### config.mk
export PLATFORM = sky130hd
export DESIGN_NAME = tbpr_front
export DESIGN_NICKNAME = d
export VERILOG_FILES = /design/src/hw/rtl/tbpr_pkg.sv /design/src/hw/rtl/tbpr_front.sv
export SDC_FILE = /design/constraint.sdc
export NUM_CORES = 1
export LEC_CHECK = 0
export BUFFER_PORTS_ARGS = -buffer_cell sky130_fd_sc_hd__clkbuf_2
export CAP_MARGIN = 0
export CORE_MARGIN = 5
export CORE_UTILIZATION = 40
export DETAILED_ROUTE_END_ITERATION = 8
export PLACE_DENSITY = 0.8
export SYNTH_ARGS = -nofsm -noshare
export SYNTH_HDL_FRONTEND = slang
export SYNTH_SLANG_ARGS = --single-unit
export TNS_END_PERCENT = 1
### constraint.sdc
create_clock -name vclk -period 5.4
set_input_delay 0.27 -clock vclk [all_inputs]
set_output_delay 0.27 -clock vclk [all_outputs]
set_load 0.01 [all_outputs]
### src/hw/rtl/tbpr_pkg.sv
`default_nettype none
// ----------------------------------------------------------------------------
// tbpr_pkg
// Shared types, constants and helpers of the tile background pixel renderer.
// ----------------------------------------------------------------------------
package tbpr_pkg;

	localparam int VRAM_BYTES       = 8192;
	localparam int VRAM_AW          = $clog2(VRAM_BYTES);
	localparam int SCREEN_WIDTH_DEF = 160;
	localparam int QUEUE_DEPTH_DEF  = 4;
	localparam int PIXEL_INDEX_W    = 15;
	localparam int APB_AW           = 5;
	localparam int APB_DW           = 32;
	localparam int REG_IDX_W        = 3;

	localparam logic [REG_IDX_W-1:0] REG_SCROLL_X         = 3'd0;
	localparam logic [REG_IDX_W-1:0] REG_SCROLL_Y         = 3'd1;
	localparam logic [REG_IDX_W-1:0] REG_BG_PALETTE       = 3'd2;
	localparam logic [REG_IDX_W-1:0] REG_BG_ENABLE        = 3'd3;
	localparam logic [REG_IDX_W-1:0] REG_TILE_MAP_SELECT  = 3'd4;
	localparam logic [REG_IDX_W-1:0] REG_TILE_DATA_SELECT = 3'd5;

	localparam logic OP_WRITE  = 1'b0;
	localparam logic OP_RENDER = 1'b1;

	// tile maps live at offsets 0x1800 and 0x1C00
	localparam logic [1:0] MAP_BASE_HI = 2'b11;

	localparam logic [7:0] GREY_SHADE0 = 8'hFF;
	localparam logic [7:0] GREY_SHADE1 = 8'hAA;
	localparam logic [7:0] GREY_SHADE2 = 8'h55;
	localparam logic [7:0] GREY_SHADE3 = 8'h00;

	typedef struct packed {
		logic [7:0] scroll_x;
		logic [7:0] scroll_y;
		logic [7:0] bg_palette;
		logic       bg_enable;
		logic       tile_map_select;
		logic       tile_data_select;
	} tbpr_cfg_t;

	typedef struct packed {
		logic                     is_write;
		logic [VRAM_AW-1:0]       addr;
		logic [7:0]               data;
		logic [2:0]               x_fine;
		logic [2:0]               y_fine;
		logic [PIXEL_INDEX_W-1:0] pixel_index;
	} tbpr_entry_t;

	function automatic logic [7:0] grey_of_shade(input logic [1:0] s);
		logic [7:0] g;
		case (s)
			2'd0: g = GREY_SHADE0;
			2'd1: g = GREY_SHADE1;
			2'd2: g = GREY_SHADE2;
			default: g = GREY_SHADE3;
		endcase
		return g;
	endfunction

endpackage
`default_nettype wire

### src/hw/rtl/tbpr_front.sv
`default_nettype none
// ----------------------------------------------------------------------------
// tbpr_front
// Accepts items, drops pixels while the background is off, forms the map
// address, fine offsets and frame index, and pushes the work to the queue.
// ----------------------------------------------------------------------------
module tbpr_front
	import tbpr_pkg::*;
#(
	parameter int SCREEN_WIDTH = SCREEN_WIDTH_DEF
) (
	input  wire logic                     in_valid,
	output logic                          in_ready,
	input  wire logic                     operation,
	input  wire logic [VRAM_AW-1:0]       vram_address,
	input  wire logic [7:0]               vram_byte,
	input  wire logic [7:0]               pixel_x,
	input  wire logic [7:0]               line_number,
	input  wire tbpr_cfg_t                cfg,
	input  wire logic                     q_full,
	output logic                          q_push,
	output tbpr_entry_t                   q_entry
);

	localparam logic [PIXEL_INDEX_W-1:0] SW = PIXEL_INDEX_W'(SCREEN_WIDTH);

	logic [7:0] xpos;
	logic [7:0] ypos;
	logic       is_write;

	assign xpos     = pixel_x + cfg.scroll_x;
	assign ypos     = line_number + cfg.scroll_y;
	assign is_write = (operation == OP_WRITE);

	assign in_ready = !q_full;
	assign q_push   = in_valid && !q_full && (is_write || cfg.bg_enable);

	always_comb begin
		q_entry.is_write    = is_write;
		q_entry.addr        = is_write ? vram_address
			: {MAP_BASE_HI, cfg.tile_map_select, ypos[7:3], xpos[7:3]};
		q_entry.data        = vram_byte;
		q_entry.x_fine      = xpos[2:0];
		q_entry.y_fine      = ypos[2:0];
		q_entry.pixel_index = PIXEL_INDEX_W'(pixel_x) + PIXEL_INDEX_W'(line_number) * SW;
	end

endmodule
`default_nettype wire

==> reports/results.tsv <==
stage	metric	value	unit
timing	RSZ-0062 raised after global routing	no	
floorplan	core footprint	3420	um2
global_routing	vias in the first global route	1385	
logic_synthesis	post-synth design cell area	1440	um2
route	final wirelength	3.51	mm
timing	Highest Clock Rate	0.370	GHz
hold_path	Worst Hold Depth	0	
global_routing	pin count of the biggest net entering global routing	22	
power	power per cell area	128	nW/um2
place	Routability Congestion	0.788	
setup_path	Arr. time, crit path	2430	ps
cells_and_area	layout cell share with drive strength beyond 1	38.3	%
clock_tree	# hold bufs at CTS	0	
timing	worst rel slew slack	71.0	%
route	detailed-routing iteration count for the pre-antenna-repair pass	4	
hold_path	hold_sp	vram_byte[1]	
route	Remaining DRCs	0	
route	count of nets left with antenna violations after detail routing	0	
timing	transition at the pin with the smallest max-transition slack	433	ps
hold_path	Hold EP	q_entry[22]	
timing	setup-violating endpoint count in the final report	0	
setup_path	critical path class	in -> out	
floorplan	top-level I/O count	112	
clock_tree	post-CTS setup buffer count	0	
run	number of violations of the max-capacitance limit	0	
power	proportion of total power due to net switching	52.9	%
timing	final period utilization	50.1	%
setup_path	Critical Path End Type	output pin	
logic_synthesis	post-synthesis net count	286	
floorplan	Horiz. Die Dim	70.0	um
logic_synthesis	post-synthesis cell type count	47	
place	number of port buffers	87	
setup_path	required time of the critical path	5130	ps
power	proportion of power drawn by the clock network	0	%
power	net switching power figure	0.123	mW
cells_and_area	clock buffer count in the final layout	0	
logic_synthesis	dominant cell type by area after synthesis	sky130_fd_sc_hd__ha_1	
power	leakage power summed over all cells	1.03	nW
timing	setup TNS	0	ps
power	worst IR drop on VDD	75.6	uV
logic_synthesis	top cells by count, synth	29 x sky130_fd_sc_hd__ha_1, 18 x sky130_fd_sc_hd__inv_1, 14 x sky130_fd_sc_hd__buf_4, 13 x sky130_fd_sc_hd__xnor2_1, 11 x sky130_fd_sc_hd__nand2_1	
timing	final number of hold-violating endpoints	0	
timing	time the final worst path needs with I/O delays and setup	2700	ps
route	drt first-iter violations	36	
power	cell-internal power	0.110	mW
timing	max-slew violation count	0	
floorplan	row count	21	
setup_path	startpoint types	input port	
hold_path	Hold/Removal Path Class	in -> out	
power	combinational share of power	100.0	%
place	Cells after DPL	302	
logic_synthesis	post-synth top area share	25.2	%
global_routing	wire length of the first global-routing pass	6.00	mm
cells_and_area	number of nets in the layout	358	
floorplan	area enclosed by the die boundary	4900	um2
global_routing	overall track demand over capacity in global routing	13.6	%
place	dpl hpwl	3.19	mm
floorplan	chip height	70.0	um
route	via count	1492	
logic_synthesis	biggest area contributors in the synthesized netlist	sky130_fd_sc_hd__ha_1 25%, sky130_fd_sc_hd__xnor2_1 7.9%, sky130_fd_sc_hd__buf_4 7.3%, sky130_fd_sc_hd__fa_1 5.6%, sky130_fd_sc_hd__inv_1 4.7%	
clock_tree	number of gates resized after CTS	0	
logic_synthesis	average instance area after synthesis	7.75	um2
cells_and_area	FF+latch count	0	
route	WL per Instance	11.6	um
logic_synthesis	sequential element share of the synthesized area	0	%
route	Via-to-Cell Ratio	4.94	
logic_synthesis	dominant cell by count in the synthesized netlist	sky130_fd_sc_hd__ha_1	
cells_and_area	Sequential Area	0	um2
global_routing	initial antenna violation count	0	
logic_synthesis	Post-Syn Instances	186	
global_routing	total gr overflow	0	
power	Flop pwr share	0	%
cells_and_area	number of antenna repair diodes	0	
logic_synthesis	Syn. warnings	0	
floorplan	starting density of the core	42.2	%
cells_and_area	Area growth, synth to finish	26.1	%
outcome	result of the run	complete, no violations	
setup_path	Max FO, Critical Path	4	
cells_and_area	Layout Cells excl Fill	302	
power by group through the flow:
stage / registers [mW] / logic, mW / clock network [mW]
finish: 0 / 0.233 / 0
global route: 0 / 0.261 / 0
CTS: 0 / 0.236 / 0
detailed placement: 0 / 0.235 / 0
global placement: 0 / 0.231 / 0
floorplan: 0 / 0.164 / 0
area by class of cell:
| cell class | count | area [um2] |
|---|---|---|
| multi-input cells | 150 | 1250 |
| repair buffers | 87 | 435 |
| inverters | 19 | 71.3 |
| well taps | 46 | 57.6 |
| fillers | 350 | 1600 |
how the worst max path moves through the flow:
stage	startpoint	endpoint	slack, ps
floorplan	line_number[1]	q_entry[14]	3030
global placement	line_number[1]	q_entry[14]	2710
detailed placement	line_number[1]	q_entry[14]	2690
CTS	line_number[1]	q_entry[14]	2670
global route	line_number[1]	q_entry[14]	2520
finish	line_number[1]	q_entry[14]	2700
cell families (layout without fill, tap and decap cells):
logic type	Yosys count	after routing	synth area share (%)
AO/OA/AOI/OAI	44	44	21.5
multiplexers	4	4	3.04
buffers and inverters	36	106	13.0
AND/OR/NAND/NOR	52	52	20.8
adder cells (fa/ha/maj)	33	33	30.7
XOR/XNOR	17	17	10.9
metal layers:
metal,part of all wire (%),GRT usage [%],vias up
met3,7.3,2.87,0
met5,0,0,-
met1,45,18.1,643
met4,0,0.213,0
li1,-,-,805
met2,47,23.8,44
critical path: stages:
cell and delay (ps):
sky130_fd_sc_hd__clkbuf_2 120, sky130_fd_sc_hd__ha_1 300, sky130_fd_sc_hd__ha_1 230, sky130_fd_sc_hd__fa_1 400
sky130_fd_sc_hd__xor2_1 230, sky130_fd_sc_hd__nor3b_1 420, sky130_fd_sc_hd__nand4_2 160, sky130_fd_sc_hd__xnor2_1 160
sky130_fd_sc_hd__clkbuf_2 150
cells in the final DEF (no fill, tap or decap), types with 2 or more instances in the layout:
cell type	instances
sky130_fd_sc_hd__o21a_1	2
sky130_fd_sc_hd__nor3b_1	2
sky130_fd_sc_hd__a21oi_1	8
sky130_fd_sc_hd__xnor2_1	13
sky130_fd_sc_hd__or2_2	2
sky130_fd_sc_hd__o2111ai_1	3
sky130_fd_sc_hd__o21ai_1	2
sky130_fd_sc_hd__a21o_1	5
sky130_fd_sc_hd__xor2_1	3
sky130_fd_sc_hd__a31oi_1	2
sky130_fd_sc_hd__nand3b_1	3
sky130_fd_sc_hd__inv_1	18
sky130_fd_sc_hd__or3_1	5
sky130_fd_sc_hd__nor2_1	7
sky130_fd_sc_hd__nor2b_1	4
sky130_fd_sc_hd__nand2_1	11
sky130_fd_sc_hd__nor4_1	2
sky130_fd_sc_hd__nor3_1	2
sky130_fd_sc_hd__a21boi_1	2
sky130_fd_sc_hd__nand3_1	3
sky130_fd_sc_hd__fa_1	4
sky130_fd_sc_hd__o21ai_0	5
sky130_fd_sc_hd__a211o_1	2
sky130_fd_sc_hd__clkbuf_2	87
sky130_fd_sc_hd__ha_1	29
sky130_fd_sc_hd__o31ai_1	5
sky130_fd_sc_hd__mux2_2	3
sky130_fd_sc_hd__nand2b_1	3
sky130_fd_sc_hd__or4_1	2
metrics by stage:
stage / total power [mW] / hold slack (ps) / utilization [%] / instance area, um2 / setup slack [ps]
floorplan: 0.164 / 591 / - / 1440 / 3030
global placement: 0.231 / 540 / 53.2 / 1820 / 2710
detailed placement: 0.235 / 540 / 53.2 / 1820 / 2690
CTS: 0.236 / 540 / 53.2 / 1820 / 2670
global route: 0.261 / 540 / 53.2 / 1820 / 2520
finish: 0.233 / 540 / 53.2 / 1820 / 2700
Note: power is estimated with default switching activity, not from simulation.
