[src/hw/rtl/tbpr_pkg.sv]
`default_nettype none
// ----------------------------------------------------------------------------
// tbpr_pkg
// Shared types, constants and helpers of the tile background pixel renderer.
// ----------------------------------------------------------------------------
package tbpr_pkg;

	localparam int VRAM_BYTES       = 8192;
	localparam int VRAM_AW          = $clog2(VRAM_BYTES);
	localparam int SCREEN_WIDTH_DEF = 160;
	localparam int QUEUE_DEPTH_DEF  = 4;
	localparam int PIXEL_INDEX_W    = 15;
	localparam int APB_AW           = 5;
	localparam int APB_DW           = 32;
	localparam int REG_IDX_W        = 3;

	localparam logic [REG_IDX_W-1:0] REG_SCROLL_X         = 3'd0;
	localparam logic [REG_IDX_W-1:0] REG_SCROLL_Y         = 3'd1;
	localparam logic [REG_IDX_W-1:0] REG_BG_PALETTE       = 3'd2;
	localparam logic [REG_IDX_W-1:0] REG_BG_ENABLE        = 3'd3;
	localparam logic [REG_IDX_W-1:0] REG_TILE_MAP_SELECT  = 3'd4;
	localparam logic [REG_IDX_W-1:0] REG_TILE_DATA_SELECT = 3'd5;

	localparam logic OP_WRITE  = 1'b0;
	localparam logic OP_RENDER = 1'b1;

	// tile maps live at offsets 0x1800 and 0x1C00
	localparam logic [1:0] MAP_BASE_HI = 2'b11;

	localparam logic [7:0] GREY_SHADE0 = 8'hFF;
	localparam logic [7:0] GREY_SHADE1 = 8'hAA;
	localparam logic [7:0] GREY_SHADE2 = 8'h55;
	localparam logic [7:0] GREY_SHADE3 = 8'h00;

	typedef struct packed {
		logic [7:0] scroll_x;
		logic [7:0] scroll_y;
		logic [7:0] bg_palette;
		logic       bg_enable;
		logic       tile_map_select;
		logic       tile_data_select;
	} tbpr_cfg_t;

	typedef struct packed {
		logic                     is_write;
		logic [VRAM_AW-1:0]       addr;
		logic [7:0]               data;
		logic [2:0]               x_fine;
		logic [2:0]               y_fine;
		logic [PIXEL_INDEX_W-1:0] pixel_index;
	} tbpr_entry_t;

	function automatic logic [7:0] grey_of_shade(input logic [1:0] s);
		logic [7:0] g;
		case (s)
			2'd0: g = GREY_SHADE0;
			2'd1: g = GREY_SHADE1;
			2'd2: g = GREY_SHADE2;
			default: g = GREY_SHADE3;
		endcase
		return g;
	endfunction

endpackage
`default_nettype wire

[src/hw/rtl/tbpr_fifo.sv]
`default_nettype none
// ----------------------------------------------------------------------------
// tbpr_fifo
// Short queue of classified items between the front and back.
// ----------------------------------------------------------------------------
module tbpr_fifo
	import tbpr_pkg::*;
#(
	parameter int DEPTH = QUEUE_DEPTH_DEF
) (
	input  wire logic        clk,
	input  wire logic        arst_n,
	input  wire logic        push,
	input  wire tbpr_entry_t entry_in,
	output logic             full,
	input  wire logic        pop,
	output tbpr_entry_t      entry_out,
	output logic             empty
);

	localparam int PW = (DEPTH > 1) ? $clog2(DEPTH) : 1;
	localparam int CW = $clog2(DEPTH + 1);
	localparam logic [PW-1:0] LAST = PW'(DEPTH - 1);
	localparam logic [CW-1:0] FULL_COUNT = CW'(DEPTH);

	tbpr_entry_t   entries_q [DEPTH];
	logic [PW-1:0] wr_ptr_q;
	logic [PW-1:0] rd_ptr_q;
	logic [CW-1:0] count_q;

	assign full      = (count_q == FULL_COUNT);
	assign empty     = (count_q == '0);
	assign entry_out = entries_q[rd_ptr_q];

	always_ff @(posedge clk) begin
		if (push) begin
			entries_q[wr_ptr_q] <= entry_in;
		end
	end

	always_ff @(posedge clk or negedge arst_n) begin
		if (!arst_n) begin
			wr_ptr_q <= '0;
			rd_ptr_q <= '0;
			count_q  <= '0;
		end else begin
			if (push) begin
				wr_ptr_q <= (wr_ptr_q == LAST) ? '0 : wr_ptr_q + 1'b1;
			end
			if (pop) begin
				rd_ptr_q <= (rd_ptr_q == LAST) ? '0 : rd_ptr_q + 1'b1;
			end
			case ({push, pop})
				2'b10: count_q <= count_q + 1'b1;
				2'b01: count_q <= count_q - 1'b1;
				default: count_q <= count_q;
			endcase
		end
	end

endmodule
`default_nettype wire

[config.mk]
export PLATFORM = sky130hd
export DESIGN_NAME = tbpr_fifo
export DESIGN_NICKNAME = d
export VERILOG_FILES = /design/src/hw/rtl/tbpr_pkg.sv /design/src/hw/rtl/tbpr_fifo.sv
export SDC_FILE = /design/constraint.sdc
export NUM_CORES = 1
export LEC_CHECK = 0
export ABC_AREA = 1
export BUFFER_PORTS_ARGS = -buffer_cell sky130_fd_sc_hd__buf_4
export CAP_MARGIN = 20
export CORE_MARGIN = 3
export CORE_UTILIZATION = 45
export DETAILED_ROUTE_END_ITERATION = 12
export SETUP_SLACK_MARGIN = 0.05
export SLEW_MARGIN = 30
export SYNTH_ARGS = -nofsm -noshare
export SYNTH_HDL_FRONTEND = slang
export SYNTH_SLANG_ARGS = --single-unit
export TNS_END_PERCENT = 100
[constraint.sdc]
create_clock -name clk -period 2.69 [get_ports clk]
set_input_delay 0.538 -clock clk [delete_from_list [all_inputs] [get_ports clk]]
set_output_delay 0.538 -clock clk [all_outputs]
set_load 0.03 [all_outputs]
==> metrics.md, run 1 <==
| Metric | Value |
|---|---|
| HPWL after detailed placement | 8220 µm |
| Nets@finish | 708 |
| Crit start category | register |
| Layout Skew | 0.00673 ns |
| Vias in the first global route | 4112 |
| Outcome | finished, final reports clean |
| Met2 usage | 25.9% |
| Largest net degree at the start of global routing | 48 |
| Worst-path maximum fanout | 47 |
| # fillers | 1348 |
| I/O Pins | 92 |
| Mapped Cells | 556 |
| Area occupied by multi-input gates | 1340 µm² |
| Num rows | 46 |
| Pwr Density | 1120 nW/µm² |
| Hold Crit Depth | 1 |
| Area grow syn2layout | 19.2% |
| Final Max Tran Viols | 0 |
| Routability cong. | 0.691 |
| Vias | 4268 |
| Yosys reg bits | 179 |
| Post-DRT Antenna Nets | 0 |
| Util after Layout | 55.0% |
| Core box area | 15900 µm² |
| Vias per inst | 4.83 |
| Synth Area per Inst | 13.2 µm² |
| RSZ-0062 raised after global routing | false |
| CP arrival | 1.90 ns |
| Post-synth EDFFs | 172 |
| Area contributors post-synth | edfxtp_1 70%, o211ai_1 8.8%, nand2_1 7.2%, inv_1 5.0%, dfrtp_1 2.4% |
| Syn nets | 610 |
| Max frequency | 0.410 GHz |
| Fin Setup TNS | 0 ns |
| Starting Density | 46.2% |
| Worst hold slack | 0.313 ns |
| Count leader, synth | edfxtp_1 |
| Placed Area | 8180 µm² |
| Setup violators final | 0 |
| Initial antenna violation count | 0 |
| Leakage | 3.59 nW |
| Final Routed Wirelength | 13600 µm |
| Max-Cap Viols | 0 |
| Primary FF master, synth | edfxtp_1 |
| First-pass GRT wire length | 21600 µm |
| Post-route cell area | 8780 µm² |
| Iter 0 DRT Violations | 251 |
| Worst Tran Pin Value | 0.577 ns |
| Deepest clock path buffer count | 2 |
| Ys Warns | 0 |
| Met3 GRT Util | 3.94% |
| Largest area contributor in the netlist | edfxtp_1 |
| N_diodes | 0 |
| Port Buffers | 91 |
| Share of layout cells above drive strength 1 | 21.4% |
| Die X-Extent | 134 µm |
| CTS HTree Levels | 4 |
| Die area | 17900 µm² |
| Die Ht | 134 µm |
| Clk slew on worst S/H paths | 0.07 ns |
| Final number of hold-violating endpoints | 0 |
| Residual DRC | 0 |
| Data required, critical path | 2.15 ns |
| Clk root buf | clkbuf_16 |
| Fraction of registers with async set/reset | 3.91% |
| Overflow left after global routing | 0 |
| Total CTS buffers | 17 |
| Ranking of synthesized cells by instance count | 172 x edfxtp_1, 142 x nand2_1, 99 x inv_1, 86 x o211ai_1, 11 x buf_6 |
| Synth top area share | 70.2% |
| GRT busiest layer | met2 |
| Tcrit/Tclk final | 90.7% |
| CTS tree | done |
| 1st-pass router iterations | 4 |
| Wire per inst | 15.4 µm |
| Worst relative slew slack | 61.5% |
| Worst reg2reg path depth | 5 |
| CTS Sinks | 179 |
| Peak VDD IR | 625 µV |
| Distinct cells, synth | 18 |
| Met1 Resource Use GR | 20.6% |
| Final min period | 2.44 ns |
| Synthesized area | 7360 µm² |
| CP endpoint kind | output port |
| Crit Path Category | reg -> out |
| Worst-skew pair later-pin latency | 0.42 ns |
| Min-Delay Path Class | in -> reg |
| Register area share after synthesis | 72.5% |
| All-layer global routing usage | 15.8% |
| Register area | 5340 µm² |
-- timing repair --
item                       4_1_cts  5_1_grt
setup buffers                    0        0
gates resized for setup          0        1
hold endpoints to repair         7        0
hold buffers                     1        0
setup endpoints to repair        0        9
-- routing by layer --
layer / wire, µm / share of wire (%)
met1: 6090 / 45
met2: 6720 / 49
met3: 642 / 4.7
met4: 143 / 1.1
met5: 0 / 0
-- through the flow --
stage | power, W | setup slack [ns] | instances
global route | 0.0104 | 0.0909 | 883
floorplan | 0.00639 | 0.605 | 556
CTS | 0.00996 | 0.115 | 883
detailed placement | 0.00757 | 0.579 | 850
global placement | 0.00749 | 0.633 | 850
finish | 0.00983 | 0.251 | 883
-- placed cells by master (no fill, tap or decap), types with 2 or more instances in the layout --
master / n
buf_12: 4
clkinv_4: 3
bufinv_16: 2
nand2_1: 142
o211ai_1: 86
buf_4: 103
nor3_1: 2
clkinvlp_4: 3
o21ai_0: 5
inv_1: 95
inv_2: 5
inv_6: 5
nor2_1: 2
dfrtp_1: 6
edfxtp_1: 172
clkbuf_16: 17
ha_1: 6
clkinv_1: 2
-- area by class of cell --
class	count	area share, %
Sequential cell	179	60.9
Clock inverter	14	1.73
Tap cell	216	3.08
Clock buffer	18	4.89
Inverter	101	4.38
Timing Repair Buffer	108	9.84
Multi-Input combinational cell	247	15.2
-- worst max-delay path, stage by stage (launching register included) --
cell and delay [ns]:
dfrtp_1 0.44, inv_6 0.30, buf_4 0.30, nand2_1 0.08, o211ai_1 0.09, nand2_1 0.10
buf_4 0.18
-- state kept, by name (all words and copies together) (netlist names) --
name,count
entries_q,172
count_q,3
wr_ptr_q,2
rd_ptr_q,2
-- kinds of logic (layout without fill, tap and decap cells) --
logic type | count (synthesis) | after routing | share of synthesized area, %
xor gates and xnor gates | 1 | 1 | 0.119
AOI/OAI and AO/OA | 91 | 91 | 9.11
and+or+nand+nor | 148 | 148 | 7.63
adders and majority gates | 7 | 7 | 1.29
buffers and inverters | 130 | 241 | 9.30
DFF | 179 | 179 | 72.5
-- worst paths after layout --
kind                                         start                         end  slack (ns)
max in group asynchronous                   arst_n     rd_ptr_q[1]$_DFFE_PN0P_        2.08
setup / recovery           rd_ptr_q[0]$_DFFE_PN0P_                entry_out[1]        0.25
setup reg to reg           wr_ptr_q[0]$_DFFE_PN0P_  entries_q[2][11]$_DFFE_PP_        0.93
min in group asynchronous                   arst_n      count_q[1]$_DFFE_PN0P_        0.46
hold / removal                        entry_in[21]  entries_q[2][21]$_DFFE_PP_        0.31
hold reg to reg             count_q[2]$_DFFE_PN0P_      count_q[2]$_DFFE_PN0P_        0.51
-- report_power, final --
group          total, W  leakage (nW)  internal, W  switching (W)
clock           0.00239         0.273      0.00138        0.00101
combinational   0.00373          1.65      0.00125        0.00249
sequential      0.00371          1.66      0.00358       0.000129
total           0.00983          3.59      0.00620        0.00363
Note: power is estimated with default switching activity, not from simulation.
==> run 2: changes to the inputs <==
==> constraint.sdc (replaced) <==
create_clock -name clk -period 2.69 [get_ports clk]
set_input_delay 0.1345 -clock clk [delete_from_list [all_inputs] [get_ports clk]]
set_output_delay 0.1345 -clock clk [all_outputs]
set_load 0.03 [all_outputs]
==> run 2 against run 1 <==
  * Die area is the same
  * Sequential share of layout area down 2.9 points
  * Fmax rose by 9.7%
  * Routed wire length rose by 3.3%
  * Count of clock-buffer cells in the layout decreased by 1
  * Sequential power barely moved
  * Critical path type unchanged
==> metrics.md, run 2 (synthesis results as in run 1) <==
| Metric | Value |
|---|---|
| Largest net degree at the start of global routing | 55 (was 48) |
| WL met1 | 6280 µm (was 6090 µm) |
| First-pass GRT wire length | 22300 µm (was 21600 µm) |
| RSZ-0062 raised after global routing | false (unchanged) |
| Core box area | 15900 µm² (unchanged) |
| Number of flip-flops in the largest register | 172 (unchanged) |
| Min-Delay Path Class | in -> async (was in -> reg) |
| Clk slew on worst S/H paths | 0.06 ns (was 0.07 ns) |
| Crit Path Category | reg -> out (unchanged) |
| Final Routed Wirelength | 14000 µm (was 13600 µm) |
| Vias | 4414 (was 4268) |
| Nets@finish | 748 (was 708) |
| Pwr Density | 1080 nW/µm² (was 1120 nW/µm²) |
| 1st-pass router iterations | 4 (unchanged) |
| Clk root buf | clkbuf_16 (unchanged) |
| Die Ht | 134 µm (unchanged) |
| Num rows | 46 (unchanged) |
| Final number of hold-violating endpoints | 0 (unchanged) |
| Port Buffers | 91 (unchanged) |
| Deepest clock path buffer count | 2 (unchanged) |
| Outcome | finished, final reports clean (unchanged) |
| Vias in the first global route | 4367 (was 4112) |
| Worst Tran Pin Value | 0.685 ns (was 0.577 ns) |
| Worst-path maximum fanout | 39 (was 47) |
| Post-DRT Antenna Nets | 0 (unchanged) |
| All-layer global routing usage | 16.2% (was 15.8%) |
| CP endpoint kind | output port (unchanged) |
| Top Metal Used | met4 (unchanged) |
| I/O Pins | 92 (unchanged) |
| Commonest non-fill, non-tap cell in the layout | edfxtp_1 (unchanged) |
| CP arrival | 2.09 ns (was 1.90 ns) |
| Max-Cap Viols | 0 (unchanged) |
| Area grow syn2layout | 25.2% (was 19.2%) |
| Reg with most FFs | entries_q (unchanged) |
| Initial antenna violation count | 0 (unchanged) |
| Final min period | 2.22 ns (was 2.44 ns) |
| Slowest stage cell, crit path | dfrtp_1 (unchanged) |
| HPWL after detailed placement | 8540 µm (was 8220 µm) |
| Setup violators final | 0 (unchanged) |
| Fin Setup TNS | 0 ns (unchanged) |
| CTS Sinks | 179 (unchanged) |
| Die X-Extent | 134 µm (unchanged) |
| Data required, critical path | 2.56 ns (was 2.15 ns) |
| Crit-path max cell delay | 0.42 ns (was 0.44 ns) |
| Share of layout cells above drive strength 1 | 19.9% (was 21.4%) |
| Wire per inst | 15.2 µm (was 15.4 µm) |
| Crit start category | register (unchanged) |
| N_diodes | 0 (unchanged) |
| Total placed cells including tap cells | 845 (was 850) |
| Overflow left after global routing | 0 (unchanged) |
| Die area | 17900 µm² (unchanged) |
| Starting Density | 46.2% (unchanged) |
| Layout Skew | 0.00705 ns (was 0.00673 ns) |
| Finished Layout Cells | 923 (was 883) |
| Commonest cells after routing, fill and taps aside | 172 x edfxtp_1, 142 x nand2_1, 97 x buf_4 (was 172 x edfxtp_1, 142 x nand2_1, 103 x buf_4) |
| Routed wl met3 | 593 µm (was 642 µm) |
| Final Max Tran Viols | 0 (unchanged) |
| Largest registers | entries_q: 172 flops, count_q: 3 flops (unchanged) |
| Worst relative slew slack | 54.2% (was 61.5%) |
| Tcrit/Tclk final | 82.6% (was 90.7%) |
| WL met2 | 6990 µm (was 6720 µm) |
| Iter 0 DRT Violations | 288 (was 251) |
| Worst-skew pair later-pin latency | 0.43 ns (was 0.42 ns) |
| Peak VDD IR | 788 µV (was 625 µV) |
| CTS resizes | 0 (unchanged) |
| Max frequency | 0.450 GHz (was 0.410 GHz) |
| Leakage | 3.77 nW (was 3.59 nW) |
| Worst path cell trace | inv_4, buf_4, nand2_1, o211ai_1, nand2_1, buf_4 (was inv_6, buf_4, nand2_1, o211ai_1, nand2_1, buf_4) |
| Routability cong. | 0.775 (was 0.691) |
| CTS HTree Levels | 4 (unchanged) |
| Vias per inst | 4.78 (was 4.83) |
| Total CTS buffers | 17 (unchanged) |
| CTS tree | done (unchanged) |
| Residual DRC | 0 (unchanged) |
## run 2: changes by cell type in the layout (fill, tap and decap cells not counted), sizes merged
cell / before / now
buf: 107 / 102
clkbuf: 18 / 17
clkinv: 5 / 4
clkinvlp: 3 / 2
dlygate4sd3: 1 / 46
inv: 105 / 108
## run 2: path summary, 6_finish.rpt
kind                                          from  slack [ns]                         end  cells past startpoint
setup / recovery           rd_ptr_q[0]$_DFFE_PN0P_        0.47               entry_out[35]                      6
hold / removal                              arst_n        0.06      count_q[2]$_DFFE_PN0P_                      2
setup reg to reg           wr_ptr_q[0]$_DFFE_PN0P_        0.83  entries_q[2][15]$_DFFE_PP_                      5
hold reg to reg             count_q[2]$_DFFE_PN0P_        0.52      count_q[2]$_DFFE_PN0P_                      2
max in group asynchronous                   arst_n        2.50     rd_ptr_q[1]$_DFFE_PN0P_                      2
min in group clk                      entry_in[35]        0.45  entries_q[1][35]$_DFFE_PP_                      2
## run 2: layout make-up
| type | instances | area [µm²] |
|---|---|---|
| Clock buffer | 17 | 425 |
| Clock inverter | 15 | 169 |
| Fill cell | 1304 | 6730 |
| Inverter | 101 | 382 |
| Multi-Input combinational cell | 247 | 1340 |
| Sequential cell | 179 | 5340 |
| Tap cell | 216 | 270 |
| Timing Repair Buffer | 148 | 1290 |
## run 2: worst max-delay path: cells and delay by family (launching register included)
| kind | cells | cell delay (ns) |
|---|---|---|
| AOI/OAI and AO/OA | 1 | 0.12 |
| buffers and inverters | 3 | 0.91 |
| DFF | 1 | 0.42 |
| and+or+nand+nor | 2 | 0.20 |
## run 2: routing by layer
metal  vias to the layer above  track usage [%]
li1                       2205                -
met1                      2105             20.9
met2                        87             27.0
met3                        17             4.58
met4                         0             4.97
met5                         -                0
## run 2: metrics by stage
stage	instance area [µm²]	utilization (%)	worst slack (ns)	hold slack, ns	total power, W
2_1_floorplan	7360	-	0.771	-0.161	0.00639
3_3_place_gp	8160	51.2	0.902	-0.0476	0.00745
3_5_place_dp	8160	51.2	0.831	-0.0418	0.00752
4_1_cts	9210	57.8	0.463	0.0414	0.0100
5_1_grt	9210	57.8	0.286	0.0613	0.0105
6_report	9210	57.8	0.468	0.0574	0.00993
## run 2: report_power, final
group          switching [W]  internal [W]  total [W]
sequential          0.000132       0.00358    0.00371
clock                0.00107       0.00139    0.00246
combinational        0.00250       0.00126    0.00376
## run 2: timing repair
action / 4_1_cts / 5_1_grt
hold endpoints to repair: 183 / 0
buffers inserted: 0 / 0
hold buffers: 46 / 0
